## src/hdl/sscnt_pkg.sv

```systemverilog
// Shared types, constants and helpers for the scan segment sample count block.
`timescale 1ns / 1ps
`default_nettype none
package sscnt_pkg;

   localparam logic [23:0] COUNT_MAX        = 24'hFFFFFF;
   localparam logic [22:0] AXIS_TAN         = 23'd4294969;   // round(tan(0.001) * 2^32)
   localparam logic [20:0] SAMPLE_TIME_INIT = 21'd5243;

   // register indexes of the csr port
   localparam logic [2:0] CSR_SAMPLE_TIME = 3'd0;
   localparam logic [2:0] CSR_ACCEL_X     = 3'd1;
   localparam logic [2:0] CSR_ACCEL_Y     = 3'd2;
   localparam logic [2:0] CSR_VMAX_X      = 3'd3;
   localparam logic [2:0] CSR_VMAX_Y      = 3'd4;

   // one classified request between front and back
   typedef struct packed {
      logic [31:0] leg_x;    // |end_x - start_x|
      logic [31:0] leg_y;    // |end_y - start_y|
      logic        near_x;   // x-axis limits apply
      logic        near_y;   // y-axis limits apply
   } item_type;

   typedef struct packed {
      logic [20:0] sample_time;
      logic [31:0] accel_x;
      logic [31:0] accel_y;
      logic [31:0] vmax_x;
      logic [31:0] vmax_y;
   } cfg_type;

   typedef enum logic [1:0] {ALU_MUL, ALU_DIV, ALU_SQRT} alu_op_type;

   typedef enum logic [4:0] {
      S_IDLE, S_DD, S_EE, S_ROOT, S_P_MUL, S_P_DIV, S_DECIDE,
      S_Z_MUL, S_Z_DIV, S_DA, S_VV, S_CMP, S_AV, S_AVT, S_TP_DIV,
      S_TR_DIV, S_TR_SQ, S_TR_T, S_DONE
   } state_type;

   // saturate a quotient into the count range; plus_one adds the closing sample
   function automatic logic [23:0] sat_count(input logic [127:0] q, input logic plus_one);
      logic [23:0] r;
      if (q[127:24] != '0) r = COUNT_MAX;
      else if (plus_one) r = (q[23:0] == COUNT_MAX) ? COUNT_MAX : q[23:0] + 24'd1;
      else r = (q[23:0] == 24'd0) ? 24'd1 : q[23:0];
      return r;
   endfunction

endpackage
`default_nettype wire

```

## src/hdl/sscnt_front.sv

```systemverilog
// Front end: takes requests, forms leg lengths and the near-axis test.
`timescale 1ns / 1ps
`default_nettype none
module sscnt_front (
   input  wire logic signed [31:0] start_x,
   input  wire logic signed [31:0] start_y,
   input  wire logic signed [31:0] end_x,
   input  wire logic signed [31:0] end_y,
   output sscnt_pkg::item_type     item
);
   import sscnt_pkg::*;

   logic signed [32:0] dx, dy;
   logic [32:0]        ax, ay;
   logic [63:0]        ex_sh, dx_sh;
   logic [54:0]        kt_d, kt_e;
   logic               zero_len;

   always_comb begin
      dx = 33'(end_x) - 33'(start_x);
      dy = 33'(end_y) - 33'(start_y);
      ax = dx[32] ? 33'(-dx) : 33'(dx);
      ay = dy[32] ? 33'(-dy) : 33'(dy);
      item.leg_x = ax[31:0];
      item.leg_y = ay[31:0];
      ex_sh = {item.leg_y, 32'd0};
      dx_sh = {item.leg_x, 32'd0};
      kt_d  = 55'(AXIS_TAN) * 55'(item.leg_x);
      kt_e  = 55'(AXIS_TAN) * 55'(item.leg_y);
      zero_len = (item.leg_x == 32'd0) && (item.leg_y == 32'd0);
      item.near_x = zero_len || (ex_sh < 64'(kt_d));
      item.near_y = !item.near_x && (dx_sh < 64'(kt_e));
   end
endmodule
`default_nettype wire

```

## config.mk

```make
export PLATFORM = sky130hd
export DESIGN_NAME = sscnt_front
export DESIGN_NICKNAME = d
export VERILOG_FILES = /design/src/hdl/sscnt_pkg.sv /design/src/hdl/sscnt_front.sv
export SDC_FILE = /design/constraint.sdc
export NUM_CORES = 2
export LEC_CHECK = 0
export BUFFER_PORTS_ARGS = -buffer_cell sky130_fd_sc_hd__buf_2
export CAP_MARGIN = 20
export CORE_ASPECT_RATIO = 1.75
export CORE_MARGIN = 3
export CORE_UTILIZATION = 59
export DETAILED_ROUTE_END_ITERATION = 12
export PLACE_DENSITY = 0.78
export SETUP_SLACK_MARGIN = 0.1
export SYNTH_ARGS = -nofsm -noshare
export SYNTH_HDL_FRONTEND = slang
export SYNTH_SLANG_ARGS = --single-unit
```

## constraint.sdc

```tcl
create_clock -name vclk -period 11.6
set_input_delay 0.58 -clock vclk [all_inputs]
set_output_delay 0.58 -clock vclk [all_outputs]
set_load 0.01 [all_outputs]
```

==> qor.log, run 1 <==
INFO  run_status     outcome=did not finish
INFO  run_status     haltStage=global routing (5_1_grt)
INFO  run_status     first-error=[ERROR GRT-0232] Routing congestion too high. Check the congestion heatmap in the GUI.
INFO  die            ios=194
INFO  yosys          yosysSeqAreaShare=0%
INFO  yosys          post_synth_instance_area=0.02824sqmm
INFO  yosys          synth.most_common_cell=sky130_fd_sc_hd__inv_1
INFO  yosys          syn_inst=3,298
INFO  global_routing grt.total_usage=52.27%
INFO  die            floorplan.initialDensity=59.89%
INFO  yosys          yosysTopAreaCell=sky130_fd_sc_hd__ha_1
INFO  global_routing global_route.overflow_total=1
INFO  sta            worstEndpointType=top-level output
INFO  yosys          syn_avg_cell_area=8.564squm
INFO  sta            grt-worst-endpoint=item[0]
INFO  placement      placed_area=0.03732sqmm
INFO  die            die_width=171.4um
INFO  die            chipHeight=295.4um
INFO  global_routing grt_max_degree=15
INFO  yosys          synth_nets=4,468
INFO  yosys          synthDominantCellAreaShare=29.95%
INFO  yosys          count_of_cell_types_in_the_netlist=108
INFO  placement      dp_worst_setup_slack=-2.970ns
INFO  yosys          yosys_warnings=0
INFO  die            row_count=105
INFO  yosys          main_area_contributors_after_synthesis=sky130_fd_sc_hd__ha_1, sky130_fd_sc_hd__fa_1, sky130_fd_sc_hd__inv_1, sky130_fd_sc_hd__xnor2_1, sky130_fd_sc_hd__a21oi_1
INFO  clock_network  cts_hold_buf=0
INFO  placement      gp_congestion=1.062
INFO  placement      port_buffers=194
INFO  yosys          synth_top_cells_by_count=sky130_fd_sc_hd__inv_1, sky130_fd_sc_hd__ha_1, sky130_fd_sc_hd__fa_1, sky130_fd_sc_hd__a21oi_1, sky130_fd_sc_hd__nand2_1
INFO  placement      place.detailed.hpwl=96,070um
[logic make-up after synthesis]
family	Yosys count	share of synthesized area, %
fa+ha+maj	1042	55.89
buf+inv	849	11.42
compound gates	636	15.33
simple gates	556	10.51
xor+xnor	205	6.490
mux	10	0.3721
[stage by stage]
step | utilization [%] | std cells
2_1_floorplan | - | 3298
3_3_place_gp | 79.12 | 4943
3_5_place_dp | 79.12 | 4943
4_1_cts | 81.01 | 4983
[metal layers]
| metal | overflow | GRT usage [%] |
|---|---|---|
| met5 | 0 | 0.5797 |
| met4 | 0 | 61.63 |
| met3 | 0 | 20.95 |
| met2 | 1 | 82.88 |
| met1 | 0 | 45.79 |
[timing repair]
| action | 4_1_cts |
|---|---|
| gates resized for setup | 99 |
| buffers inserted | 39 |
| cloned | 1 |
| endpoints found under the setup margin | 2 |
| pin swaps | 89 |
==> inputs of run 2 (changes only) <==
Settings changed: CORE_ASPECT_RATIO 1.75 to unset, CORE_UTILIZATION 59 to 40, PLACE_DENSITY 0.78 to unset, PLACE_DENSITY_LB_ADDON set to 0.15, SETUP_SLACK_MARGIN 0.1 to unset.
Clock period 11.6 ns to 15.1 ns, I/O delays scaled along.
==> run 2 against run 1 <==
Net effect: the flow now finishes without violations; area after synthesis stayed put; synthesized cell count is the same.
==> qor.log, run 2 <==
INFO  run_status     outcome=completed
INFO  drt            detail-route-antenna-nets=0
INFO  placement      port_buffers=194 [unchanged]
INFO  drt            detail_route.iter0.violations=1,440
INFO  worst_setup_path critPathCaptureType=output pin
INFO  worst_setup_path cp-start-kind=input pin
INFO  sta            slew_viol_final=0
INFO  yosys          post_synth_instance_area=0.02824sqmm [unchanged]
INFO  worst_setup_path crit_path_max_incr_delay=0.63ns
INFO  yosys          count_of_cell_types_in_the_netlist=108 [unchanged]
INFO  worst_setup_path critical_path_class=input pin to output pin
INFO  global_routing grt_max_degree=24
INFO  yosys          synth_nets=4,468 [unchanged]
INFO  yosys          synth.most_common_cell=sky130_fd_sc_hd__inv_1
INFO  finish         multiInputGateArea=0.02529sqmm
INFO  drt            wirelength=90,590um
INFO  yosys          yosys_warnings=0 [unchanged]
INFO  finish         post-route-cell-area=0.03128sqmm
INFO  global_routing antenna_found_initial=0
INFO  die            ios=194 [unchanged]
INFO  yosys          synth_top_family_by_area=adder cells
INFO  finish         nClkBuffers=0
INFO  drt            post_drt_via_cell_ratio=5.243
INFO  finish         diodes=0
INFO  drt            first_pass_drt_iterations=5
INFO  sta            finalCritPeriodShare=96.32%
INFO  min_path       hold-path-cell-count=5
INFO  finish         syn2layout_area_growth=10.74%
INFO  yosys          main_area_contributors_after_synthesis=sky130_fd_sc_hd__ha_1, sky130_fd_sc_hd__fa_1, sky130_fd_sc_hd__inv_1, sky130_fd_sc_hd__xnor2_1, sky130_fd_sc_hd__a21oi_1
INFO  placement      placed_area=0.03100sqmm [-17%]
INFO  worst_setup_path worst-endpoint-arrival=13.79ns
INFO  yosys          synth-simple-area-share=10.51% [unchanged]
INFO  finish         finish.net_count=4,729
INFO  finish         nFillCells=7,078
INFO  worst_setup_path cpMaxStageDelayCell=sky130_fd_sc_hd__or4b_2
INFO  global_routing grt_first_pass_wirelength=139,700um
INFO  finish         mostFrequentLayoutCells=sky130_fd_sc_hd__inv_1, sky130_fd_sc_hd__ha_1, sky130_fd_sc_hd__fa_1
INFO  yosys          syn_avg_cell_area=8.564squm [unchanged]
INFO  die            chipHeight=271.7um [-8.0%]
INFO  finish         drive_gt1_share=11.41%
INFO  yosys          yosysSeqAreaShare=0% [unchanged]
INFO  die            floorplan.initialDensity=40.75% [-19 points]
INFO  sta            finalHoldViolations=0
INFO  finish         seq_cells=0
INFO  yosys          yosys-mux-area-fraction=0.3721% [unchanged]
INFO  drt            drcViolationCount=0
INFO  yosys          synth_compound_gate_area_share=15.33% [unchanged]
INFO  job            max_cap_viol_count=0
INFO  sta            max_slew_margin=38.96%
INFO  yosys          yosysTopAreaCell=sky130_fd_sc_hd__ha_1
INFO  die            core_area=0.06931sqmm
INFO  yosys          synth_top_cells_by_count=sky130_fd_sc_hd__inv_1, sky130_fd_sc_hd__ha_1, sky130_fd_sc_hd__fa_1, sky130_fd_sc_hd__a21oi_1, sky130_fd_sc_hd__nand2_1
INFO  sta            crit_path_time_final=14.54ns
INFO  placement      place.detailed.hpwl=80,740um [-16%]
INFO  die            die_width=271.7um [+59%]
INFO  finish         mostFrequentLayoutCell=sky130_fd_sc_hd__inv_1
INFO  worst_setup_path worst-endpoint-required=14.35ns
INFO  min_path       worstHoldPathType=input pin to output pin
INFO  finish         storage_element_area=0squm
INFO  drt            routed-via-count=23,530
INFO  yosys          syn_inst=3,298 [unchanged]
INFO  sta            fmaxAchievable=68.76MHz
INFO  yosys          synthAdderAreaFrac=55.89% [unchanged]
INFO  sta            worst-slew-pin-transition=0.9125ns
INFO  clock_network  cts_hold_buf=0 [unchanged]
INFO  yosys          area_share_of_xor_xnor_cells_in_the_synthesized_design=6.490% [unchanged]
INFO  sta            timing.final.setup_violations=0
INFO  global_routing global_route.overflow_total=0
INFO  die            die-area=0.07384sqmm
INFO  global_routing grt.total_usage=24.30%
INFO  worst_setup_path crit_path_max_fanout=13
INFO  global_routing grt_pass1_vias=23,610
INFO  drt            routedWlPerCell=20.18um
INFO  placement      gp_congestion=0.9099 [-14%]
INFO  die            row_count=96 [-8.6%]
INFO  yosys          synthDominantCellAreaShare=29.95% [unchanged]
[run 2: cell counts after synthesis]
Identical to the previous run, type by type.
[run 2: layer usage]
layer  vias up  part of all wire, %  track usage, %
met2       538                   44           37.83
li1      11520                    -               -
met1     11410                   49           36.69
met3        55                  5.1           2.652
met5         -                    0               0
met4         0                  1.9           3.812
[run 2: what timing repair did]
| item | CTS | global route |
|---|---|---|
| gates resized for setup | 5 | 47 |
| pin swaps | 0 | 4 |
| endpoints found under the setup margin | 1 | 2 |
| setup buffers | 0 | 4 |
[run 2: worst paths after layout]
| kind | endpoint | start | slack [ns] |
|---|---|---|---|
| worst min-delay path | item[3] | end_y[1] | 2.25 |
| worst max-delay path | item[0] | start_y[17] | 0.56 |
[run 2: kinds of logic (layout without fill, tap and decap cells)]
kind of cell	after synthesis	after routing
simple gates	556	556
xor+xnor	205	205
fa+ha+maj	1042	1042
mux	10	10
compound gates	636	636
buf+inv	849	1108
[run 2: cell type report]
type               instances  area share, %
multi-input cells       2449          80.84
inverters                805          9.661
repair buffers           303          5.772
well taps                931          3.724
[run 2: critical path: cells and delay by family]
family | cells | cell delay [ns]
adder cells (fa/ha/maj) | 10 | 4.50
AND/OR/NAND/NOR | 15 | 3.55
AO/OA/AOI/OAI | 15 | 2.98
buffers and inverters | 11 | 1.48
XOR/XNOR | 2 | 0.51
[run 2: metrics by stage]
stage                     util (%)  std cells  hold slack (ns)  setup WS (ns)  setup TNS [ns]
after floorplan                  -       3298            1.808          1.622               0
after global placement       44.73       4484            2.254        -0.1865         -0.1865
after detailed placement     44.73       4484            2.262        -0.3592         -0.3592
after CTS                    44.76       4484            2.256       0.003261               0
after global routing         45.13       4488            2.311       -0.07861        -0.07861
final                        45.13       4488            2.248         0.5556               0
Power of run 2 is left out: the tool's default activity adds up to more than one toggle a clock period on the data nets, which glitch-free logic cannot reach.
