===== config.mk =====
export PLATFORM = sky130hd
export DESIGN_NAME = sscnt_fifo
export DESIGN_NICKNAME = d
export VERILOG_FILES = /design/src/hdl/sscnt_pkg.sv /design/src/hdl/sscnt_fifo.sv
export SDC_FILE = /design/constraint.sdc
export NUM_CORES = 1
export LEC_CHECK = 0
export BUFFER_PORTS_ARGS = -buffer_cell sky130_fd_sc_hd__buf_4
export CAP_MARGIN = 20
export CORE_MARGIN = 5
export CORE_UTILIZATION = 45
export DETAILED_ROUTE_END_ITERATION = 6
export PLACE_DENSITY_LB_ADDON = 0.1
export RECOVER_POWER = 25
export SLEW_MARGIN = 5
export SYNTH_ARGS = -nofsm -noshare
export SYNTH_HDL_FRONTEND = slang
export SYNTH_SLANG_ARGS = --single-unit

===== constraint.sdc =====
create_clock -name clock -period 3.4 [get_ports clock]
set_input_delay 0.34 -clock clock [delete_from_list [all_inputs] [get_ports clock]]
set_output_delay 0.34 -clock clock [all_outputs]
set_load 0.03 [all_outputs]

===== src/hdl/sscnt_pkg.sv =====
// Shared types, constants and helpers for the scan segment sample count block.
`timescale 1ns / 1ps
`default_nettype none
package sscnt_pkg;

   localparam logic [23:0] COUNT_MAX        = 24'hFFFFFF;
   localparam logic [22:0] AXIS_TAN         = 23'd4294969;   // round(tan(0.001) * 2^32)
   localparam logic [20:0] SAMPLE_TIME_INIT = 21'd5243;

   // register indexes of the csr port
   localparam logic [2:0] CSR_SAMPLE_TIME = 3'd0;
   localparam logic [2:0] CSR_ACCEL_X     = 3'd1;
   localparam logic [2:0] CSR_ACCEL_Y     = 3'd2;
   localparam logic [2:0] CSR_VMAX_X      = 3'd3;
   localparam logic [2:0] CSR_VMAX_Y      = 3'd4;

   // one classified request between front and back
   typedef struct packed {
      logic [31:0] leg_x;    // |end_x - start_x|
      logic [31:0] leg_y;    // |end_y - start_y|
      logic        near_x;   // x-axis limits apply
      logic        near_y;   // y-axis limits apply
   } item_type;

   typedef struct packed {
      logic [20:0] sample_time;
      logic [31:0] accel_x;
      logic [31:0] accel_y;
      logic [31:0] vmax_x;
      logic [31:0] vmax_y;
   } cfg_type;

   typedef enum logic [1:0] {ALU_MUL, ALU_DIV, ALU_SQRT} alu_op_type;

   typedef enum logic [4:0] {
      S_IDLE, S_DD, S_EE, S_ROOT, S_P_MUL, S_P_DIV, S_DECIDE,
      S_Z_MUL, S_Z_DIV, S_DA, S_VV, S_CMP, S_AV, S_AVT, S_TP_DIV,
      S_TR_DIV, S_TR_SQ, S_TR_T, S_DONE
   } state_type;

   // saturate a quotient into the count range; plus_one adds the closing sample
   function automatic logic [23:0] sat_count(input logic [127:0] q, input logic plus_one);
      logic [23:0] r;
      if (q[127:24] != '0) r = COUNT_MAX;
      else if (plus_one) r = (q[23:0] == COUNT_MAX) ? COUNT_MAX : q[23:0] + 24'd1;
      else r = (q[23:0] == 24'd0) ? 24'd1 : q[23:0];
      return r;
   endfunction

endpackage
`default_nettype wire


===== src/hdl/sscnt_fifo.sv =====
// Two-entry queue of classified requests between front and back.
`timescale 1ns / 1ps
`default_nettype none
module sscnt_fifo (
   input  wire logic               clock,
   input  wire logic               reset,
   input  wire logic               wr_en,
   input  wire sscnt_pkg::item_type wr_data,
   output logic                    full,
   input  wire logic               rd_en,
   output sscnt_pkg::item_type     rd_data,
   output logic                    valid
);
   import sscnt_pkg::*;

   item_type   mem_ff [2];
   logic       wptr_ff, wptr_in, rptr_ff, rptr_in;
   logic [1:0] cnt_ff, cnt_in;

   logic do_wr, do_rd;
   assign do_wr = wr_en && (cnt_ff != 2'd2);
   assign do_rd = rd_en && (cnt_ff != 2'd0);
   assign full  = (cnt_ff == 2'd2);
   assign valid = (cnt_ff != 2'd0);
   assign rd_data = mem_ff[rptr_ff];

   always_comb begin
      wptr_in = wptr_ff ^ do_wr;
      rptr_in = rptr_ff ^ do_rd;
      cnt_in  = cnt_ff + {1'b0, do_wr} - {1'b0, do_rd};
   end

   always_ff @(posedge clock) begin
      if (reset) begin
         wptr_ff <= 1'b0;
         rptr_ff <= 1'b0;
         cnt_ff  <= 2'd0;
      end else begin
         wptr_ff <= wptr_in;
         rptr_ff <= rptr_in;
         cnt_ff  <= cnt_in;
      end
   end

   always_ff @(posedge clock) begin
      if (do_wr) mem_ff[wptr_ff] <= wr_data;
   end
endmodule
`default_nettype wire


==> metrics.cfg, run 1 <==
[critical_path]
crit_required_ns = 3.06
reg2reg_depth = 3
startpoint_type = register
criticalPathCategory = register to output pin
cp_max_fo = 68
worstPathArrival_ns = 2.09
critPathCaptureType = output pin

[power_and_ir_drop]
p_int_mw = 4.10
combinationalPowerShare_pct = 26.5
p_per_area_nw_per_um2 = 838
p_leak_nw = 2.59
clkPwrFrac_pct = 33.5
p_sw_mw = 1.63
seq_power_share_pct = 40.0
finalPower_mw = 5.73
swShare_pct = 28.4
ir_drop_uv = 388

[placement]
dp.cells = 498
io_buffers = 137
gp_congestion = 0.678
dpl.hpwl_um = 5640

[yosys]
ys_ff_latch = 136
synth_compound_area_share_pct = 0.147
synth_nets = 303
synthCells = 229
synthAdderAreaFrac_pct = 0.983
synth_xor_area_share_pct = 0.442
muxShareOfSynthArea_pct = 16.2
yosysSeqAreaShare_pct = 79.4
synth-simple-area-share_pct = 0.910
avgSynthCellArea_um2 = 22.2
synth_top_family_by_area = multiplexers
syn_area_um2 = 5090
ys_types = 17
yosys_warnings = 0

[min_path]
hold_class = primary input to register
min_path_cells = 1

[drt]
drcViolationCount = 0
vias_per_cell = 4.81
ant_nets = 0
dr.pass1.iters = 4
drtIter0Drc = 99
num_vias = 2545
wirelength_um = 8970
wire_per_inst_um = 17.0

[timing]
finalHoldViolations = 0
skew_ns = 0.00441
worst_slew_pin_slew_ns = 1.04
relSlewSlack_pct = 30.6
setup_viol = 0
finalSetupTns_ns = 0
rsz0062_at_grt = no
max_freq_ghz = 0.411
slew_viol_final = 0
period_needed_ns = 2.43
fin_crit_sh_pct = 71.5

[cts]
cts_setup_buffers = 0
htree_num_levels = 4
hold_buffers = 0
cts_root_buf = clkbuf_16
clock_path_buffers = 2
cts.sinks = 136
cts_made_buffers = 17
cts_tree = done
post_cts_resized = 0
clock_latency_ns = 0.40
cts.clk_slew.worst_paths_ns = 0.05

[floorplan]
start_util_pct = 46.3
rows = 38
dieWidth_um = 116
die_area_um2 = 13500
ios = 138
die_y_um = 116
fp.coreArea_um2 = 11000

[global_route]
grt_pass1_vias = 2753
grt_remaining_overflow = 0
grt_pass1_wl_um = 13800
antenna_found_initial = 0
grt_max_degree = 69
track_usage_pct = 14.1

[cells_and_area]
diodes = 0
drive_gt1_share_pct = 58.6
area_delta_synth_final_pct = 34.3
nets = 451
finalNonFillerCells = 529
nFillCells = 792

[status]
status = complete, no violations

[flow_run]
drv_cap = 0

==> layer usage <==
metal / vias up / GRT usage, % / share of wire (%)
li1: 1199 / - / -
met1: 1233 / 16.4 / 39
met2: 98 / 22.0 / 49
met3: 15 / 6.32 / 9.9
met4: 0 / 7.66 / 2.1
met5: - / 0 / 0
==> layout make-up <==
cell class	instances	area, um^2	area share [%]
clock inverters	10	176	2.58
repair buffers	137	1010	14.7
inverters	3	11.3	0.165
well taps	140	175	2.56
flip-flops and latches	136	4050	59.2
clock buffers	21	440	6.44
multi-input cells	82	977	14.3
==> worst max-delay path: stages, from the launching register on <==
cell and delay (ns):
dfxtp_4 1.01, mux2_2 0.44, buf_4 0.17
==> worst paths after layout <==
check                        from                      end  slack (ns)
min                   wr_data[55]  mem_ff[1][55]$_DFFE_PP_        0.12
max reg2reg  cnt_ff[0]$_SDFF_PP0_  mem_ff[1][21]$_DFFE_PP_        1.43
min reg2reg    wptr_ff$_SDFF_PP0_       wptr_ff$_SDFF_PP0_        0.63
max            rptr_ff$_SDFF_PP0_              rd_data[17]        0.97
==> power by group through the flow <==
| stage | Combinational [mW] | Sequential [mW] | Clock, mW |
|---|---|---|---|
| 5_1_grt | 1.61 | 2.33 | 2.04 |
| 3_3_place_gp | 1.54 | 2.32 | 0 |
| 6_report | 1.52 | 2.29 | 1.92 |
| 4_1_cts | 1.55 | 2.30 | 1.95 |
| 3_5_place_dp | 1.55 | 2.34 | 0 |
| 2_1_floorplan | 1.13 | 2.21 | 0 |
==> logic make-up (layout without fill, tap and decap cells) <==
logic type	count (synthesis)	count (layout)
adder cells (fa/ha/maj)	4	4
flip-flops	136	136
XOR/XNOR	1	1
AND/OR/NAND/NOR	9	9
multiplexers	67	67
buffers and inverters	11	171
AO/OA/AOI/OAI	1	1
==> synth_stat cells <==
master,instances,area (um^2)
and2_1,1,6.26
buf_12,2,40.0
buf_2,4,20.0
buf_6,2,22.5
dfxtp_1,4,80.1
edfxtp_1,132,3960
ha_1,4,50.1
inv_1,3,11.3
mux2_2,48,541
mux2_4,19,285
nand2_1,1,3.75
nand2b_1,1,6.26
nor2_1,3,11.3
nor2b_1,2,12.5
o21a_1,1,7.51
or2_2,1,6.26
xnor3_1,1,22.5
==> state kept, by name, summed over array words and instances, names as in the netlist <==
register / flops
wptr_ff: 1
mem_ff: 132
cnt_ff: 2
rptr_ff: 1
==> cells in the final DEF, fill, tap and decap left out <==
cell / count
buf_4: 93
clkinvlp_4: 1
bufinv_16: 5
xnor3_1: 1
o21a_1: 1
clkbuf_16: 17
mux2_2: 48
edfxtp_1: 132
inv_1: 3
mux2_4: 19
and2_1: 1
clkinv_2: 3
nand2b_1: 1
dfxtp_1: 3
clkbuf_4: 38
nor2b_1: 2
ha_1: 2
clkbuf_1: 10
nor2_1: 3
or2_2: 1
dfxtp_4: 1
nand2_1: 1
clkinv_1: 1
ha_4: 2
==> through the flow <==
stage / cell area (um^2) / util (%) / hold slack (ns) / setup WS [ns]
6_report: 6830 / 62.2 / 0.120 / 0.967
5_1_grt: 6830 / 62.2 / 0.105 / 0.855
4_1_cts: 6860 / 62.4 / 0.0967 / 0.929
3_5_place_dp: 6240 / 56.8 / 0.527 / 1.37
3_3_place_gp: 6240 / 56.8 / 0.525 / 1.36
2_1_floorplan: 5090 / - / 0.407 / 0.750
No activity file was read; power rests on OpenSTA's default activity.
==> inputs of run 2 (changes only) <==
--- a/config.mk
+++ b/config.mk
@@ -5,6 +5,7 @@
 export SDC_FILE = /design/constraint.sdc
 export NUM_CORES = 1
 export LEC_CHECK = 0
+export ABC_AREA = 1
 export BUFFER_PORTS_ARGS = -buffer_cell sky130_fd_sc_hd__buf_4
 export CAP_MARGIN = 20
 export CORE_MARGIN = 5
==> constraint.sdc (replaced) <==
create_clock -name clock -period 2.5 [get_ports clock]
set_input_delay 0.25 -clock clock [delete_from_list [all_inputs] [get_ports clock]]
set_output_delay 0.25 -clock clock [all_outputs]
set_load 0.03 [all_outputs]
==> run 2 against run 1 <==
  * Critical path type unchanged
  * Die area is 0.24% lower
  * Global-route usage is 0.25 points higher
  * Synthesized cell count is 5.2% higher
  * Synthesized area fell by 0.27%
==> metrics.cfg, run 2 <==
[timing]
fin_crit_sh_pct = 83.3
relSlewSlack_pct = 75.0
max_freq_ghz = 0.480
rsz0062_at_grt = no
slew_viol_final = 0
worst_slew_pin_slew_ns = 0.374
finalSetupTns_ns = 0
finalHoldViolations = 0
period_needed_ns = 2.08
skew_ns = 0.00533
setup_viol = 0

[global_route]
grt_remaining_overflow = 0
grt_pass1_wl_um = 14000
grt_pass1_vias = 2804
grt_use_met2_pct = 22.4
busiest_layer = met2
antenna_found_initial = 0
grt_max_degree = 33
track_usage_pct = 14.3
globalRouteMet1Util_pct = 17.3
globalRouteMet3Util_pct = 6.01

[yosys]
ys_types = 13
syn_area_um2 = 5080
yosys_warnings = 0
yosysMostFrequentCell = edfxtp_1
async_reset_ff_share_pct = 0
synth_top_area_share_pct = 78.1
synth_ff_type = edfxtp_1
synth_nets = 315
ys_ff_latch = 136
synthCells = 241
yosys-top-cells-count = edfxtp_1, mux2_2, mux2_4, inv_1, nor2_1
avgSynthCellArea_um2 = 21.1
synthTopCellsByArea = edfxtp_1, mux2_2, mux2_4, dfxtp_1, ha_1
synth_edf_count = 132
synth_area_leader_cell = edfxtp_1
yosysSeqAreaShare_pct = 79.7

[cells_and_area]
finalNonFillerCells = 550
area_delta_synth_final_pct = 35.2
largest-register = mem_ff
top_regs = mem_ff: 132 flops, cnt_ff: 2 flops
seqCellArea_um2 = 4050
largest_register_ffs = 132
layout_common_cells = edfxtp_1, buf_4, mux2_2
final_common_cell = edfxtp_1
nFillCells = 823
diodes = 0
nets = 471
drive_gt1_share_pct = 57.6
multiInputGateArea_um2 = 955

[critical_path]
r2r-start = cnt_ff[1]$_SDFF_PP0_
critical_path.cell_chain = buf_12 -> mux2_2 -> buf_4
critPathMaxStageDelay_ns = 0.58
critPathTopFamily = flip-flops
reg2reg_depth = 5
worstPathArrival_ns = 1.83
cp_num_buf_inv = 2
crit_path_top_delay_cell = dfxtp_4
criticalPathCategory = register to output pin
rrSetupSlack_ns = 0.77
startpoint_type = register
critPathCaptureType = output pin
crit_required_ns = 2.25
cp_max_fo = 32
rr_endpoint = mem_ff[0][32]$_DFFE_PP_

[floorplan]
die_area_um2 = 13500
start_util_pct = 46.4
rows = 38
fp.coreArea_um2 = 10900
die_y_um = 116
dieWidth_um = 116
ios = 138

[cts]
post_cts_resized = 0
cts.clk_slew.worst_paths_ns = 0.05
cts_made_buffers = 17
htree_num_levels = 4
cts_tree = done
clock_latency_ns = 0.39
clock_path_buffers = 2
cts_setup_buffers = 0
cts_root_buf = clkbuf_16
cts.sinks = 136
hold_buffers = 0

[min_path]
min_to = wptr_ff$_SDFF_PP0_
min-delay-start = reset
hold_class = primary input to register
min_path_cells = 2

[power_and_ir_drop]
p_leak_nw = 2.62
ir_drop_uv = 860
p_per_area_nw_per_um2 = 1140

[placement]
io_buffers = 137
dp.cells = 518
gp_congestion = 0.728
dpl.hpwl_um = 6530

[drt]
drtIter0Drc = 101
wire_per_inst_um = 17.0
ant_nets = 0
drcViolationCount = 0
wirelength_um = 9350
num_vias = 2616
vias_per_cell = 4.76
dr.pass1.iters = 4

[flow_run]
drv_cap = 0

[status]
status = complete, no violations

run 2: metal layers:
| layer | up-vias | share of wire [%] |
|---|---|---|
| met4 | 0 | 1.7 |
| met1 | 1256 | 41 |
| met3 | 10 | 7.8 |
| met5 | - | 0 |
| met2 | 103 | 50 |
| li1 | 1247 | - |
run 2: worst max-delay path by stage:
| stage | start | endpoint | depth (start not counted) |
|---|---|---|---|
| finish | rptr_ff$_SDFF_PP0_ | rd_data[43] | 3 |
| global placement | cnt_ff[1]$_SDFF_PP0_ | mem_ff[0][23]$_DFFE_PP_ | 5 |
| CTS | rptr_ff$_SDFF_PP0_ | rd_data[2] | 3 |
| floorplan | cnt_ff[1]$_SDFF_PP0_ | mem_ff[1][0]$_DFFE_PP_ | 4 |
| detailed placement | cnt_ff[1]$_SDFF_PP0_ | mem_ff[0][23]$_DFFE_PP_ | 5 |
| global route | rptr_ff$_SDFF_PP0_ | rd_data[2] | 3 |
run 2: logic make-up after synthesis:
| kind of cell | after synthesis | share of synthesized area [%] |
|---|---|---|
| fa+ha+maj | 4 | 0.986 |
| simple gates | 15 | 1.16 |
| compound gates | 2 | 0.197 |
| buf+inv | 18 | 2.02 |
| mux | 66 | 16.0 |
| flops | 136 | 79.7 |
run 2: worst register-to-register path: stages, from the launching register on:
cell and delay, ns:
dfxtp_1 0.31, inv_1 0.12, o21ai_0 0.14, inv_1 0.17, ha_4 0.38, buf_4 0.31
run 2: final cells by class:
class                   instances  area share [%]
well taps                     140            2.55
clock buffers                  22            6.76
clock inverters                10            1.18
inverters                      10           0.547
repair buffers                145            16.1
flip-flops and latches        136            59.0
multi-input cells              87            13.9
run 2: per-stage QoR:
step	setup slack [ns]	instance area (um^2)	total power, mW	hold slack (ns)	utilization (%)
3_5_place_dp	0.764	6340	5.66	0.435	58.0
5_1_grt	0.324	6860	8.16	0.00322	62.8
4_1_cts	0.382	6890	7.94	0.00533	63.0
2_1_floorplan	-0.111	5080	4.76	0.317	-
3_3_place_gp	0.823	6340	5.64	0.434	58.0
6_report	0.417	6860	7.80	0.0289	62.8
run 2: report_power, final:
group	internal [mW]	switching, mW	total, mW	leakage, nW
combinational	1.04	1.42	2.46	1.09
clock	1.41	0.834	2.24	0.263
sequential	2.96	0.141	3.10	1.27
total	5.41	2.39	7.80	2.62
==> inputs of run 3 (changes only) <==
==> constraint.sdc (replaced) <==
create_clock -name clock -period 2.1 [get_ports clock]
set_input_delay 0.21 -clock clock [delete_from_list [all_inputs] [get_ports clock]]
set_output_delay 0.21 -clock clock [all_outputs]
set_load 0.03 [all_outputs]
==> run 3 against run 2 <==
  * Sequential power is 18% higher
  * Design area is 11% higher
  * Global-route usage rose by 0.83 points
  * Non-clock buffer count up 65
  * Clock power grew 35%
  * Total power increased by 25%
  * Critical endpoint is now rd_data[21]
  * Highest routed layer unchanged
==> metrics.cfg, run 3 (synthesis results as in run 2) <==
[power_and_ir_drop]
combinationalPowerShare_pct = 31.5
clkPwrFrac_pct = 30.9
swShare_pct = 30.0
seq_power_share_pct = 37.6
p_per_area_nw_per_um2 = 1280
p_sw_mw = 2.93
p_int_mw = 6.83
p_leak_nw = 2.94
ir_drop_uv = 657

[floorplan]
fp.coreArea_um2 = 10900
dieWidth_um = 116
die_y_um = 116
die_area_um2 = 13500
start_util_pct = 46.4
ios = 138
rows = 38

[critical_path]
criticalPathCategory = register to output pin
worstPathArrival_ns = 1.75
startpoint = rptr_ff$_SDFF_PP0_
r2r-start = cnt_ff[1]$_SDFF_PP0_
crit_required_ns = 1.89
critPathCaptureType = output pin
cp_max_fo = 32
startpoint_type = register
reg2reg_depth = 5

[cells_and_area]
top_regs = mem_ff: 132 flops, cnt_ff: 2 flops
final_common_cell = edfxtp_1
layout_common_cells = edfxtp_1, buf_4, dlygate4sd3_1
diodes = 0
nets = 536
largest_register_ffs = 132
largest-register = mem_ff
drive_gt1_share_pct = 49.7
area_delta_synth_final_pct = 49.9

[min_path]
hold_class = primary input to register
min-delay-start = rd_en
min_path_cells = 4

[timing]
max_freq_ghz = 0.511
setup_viol = 0
worst_slew_pin_slew_ns = 0.338
relSlewSlack_pct = 77.5
rsz0062_at_grt = no
period_needed_ns = 1.96
timing.hold.ws_ns = 0.0865
skew_ns = 0.00623
finalHoldViolations = 0
slew_viol_final = 0
worst_slack_ns = 0.144
fin_crit_sh_pct = 93.1
finalSetupTns_ns = 0

[cts]
clock_path_buffers = 2
cts.clk_slew.worst_paths_ns = 0.05
cts_root_buf = clkbuf_16
post_cts_resized = 0
clock_latency_ns = 0.40
cts_made_buffers = 17
hold_buffers = 67
cts.sinks = 136
cts_tree = done
htree_num_levels = 4
cts_setup_buffers = 0

[drt]
drcViolationCount = 0
ant_nets = 0
num_vias = 2863
wire_per_inst_um = 15.8
drtIter0Drc = 102
vias_per_cell = 4.66
dr.pass1.iters = 5
wirelength_um = 9740

[global_route]
grt_max_degree = 43
antenna_found_initial = 0
track_usage_pct = 15.2
grt_remaining_overflow = 0
grt_pass1_wl_um = 15100
grt_pass1_vias = 3081

[placement]
pre_cts_ws_ns = 0.430
gp_congestion = 0.748
dpl.hpwl_um = 6180
io_buffers = 137

[flow_run]
drv_cap = 0

[status]
status = complete, no violations

run 3: changes by cell type in the layout (fill, tap and decap cells not counted):
cell | previous run | this run
buf_1 | 1 | 0
buf_12 | 3 | 5
buf_4 | 98 | 96
bufinv_16 | 1 | 4
clkbuf_4 | 38 | 36
clkbuf_8 | 2 | 0
clkinv_1 | 1 | 0
clkinv_4 | 0 | 3
clkinvlp_4 | 3 | 1
dlygate4sd3_1 | 0 | 67
run 3: worst paths after layout:
path / slack (ns) / to
hold / removal: 0.09 / rptr_ff$_SDFF_PP0_
hold reg to reg: 0.63 / wptr_ff$_SDFF_PP0_
setup / recovery: 0.14 / rd_data[21]
setup reg to reg: 0.44 / mem_ff[1][11]$_DFFE_PP_
run 3: power by group through the flow:
| stage | sequential (mW) | combinational, mW | clock, mW |
|---|---|---|---|
| floorplan | 3.68 | 1.99 | 0 |
| global placement | 3.71 | 3.01 | 0 |
| detailed placement | 3.73 | 3.02 | 0 |
| CTS | 3.68 | 3.13 | 3.08 |
| global route | 3.71 | 3.27 | 3.24 |
| finish | 3.67 | 3.07 | 3.02 |
run 3: per-layer routing:
metal  GRT usage [%]  wire, um
met5               0         0
met4            6.11       143
met3            5.13       582
met2            26.0      4960
met1            17.6      4060
run 3: critical path, stage by stage (launching register included):
cell     delay [ns]
dfxtp_4        0.52
buf_12         0.25
mux2_2         0.38
buf_4          0.17
run 3: per-stage QoR:
step	utilization (%)	area, um^2	std cells	total power, mW
2_1_floorplan	-	5080	241	5.67
3_3_place_gp	58.1	6350	516	6.72
3_5_place_dp	58.1	6350	516	6.75
4_1_cts	69.8	7630	615	9.90
5_1_grt	69.6	7610	615	10.2
6_report	69.6	7610	615	9.77
run 3: final cells by class:
class	instances	area, um^2
Sequential cell	136	4050
Fill cell	748	3320
Timing Repair Buffer	210	1780
Multi-Input combinational cell	87	955
Clock buffer	19	433
Clock inverter	13	179
Tap cell	140	175
Inverter	10	37.5
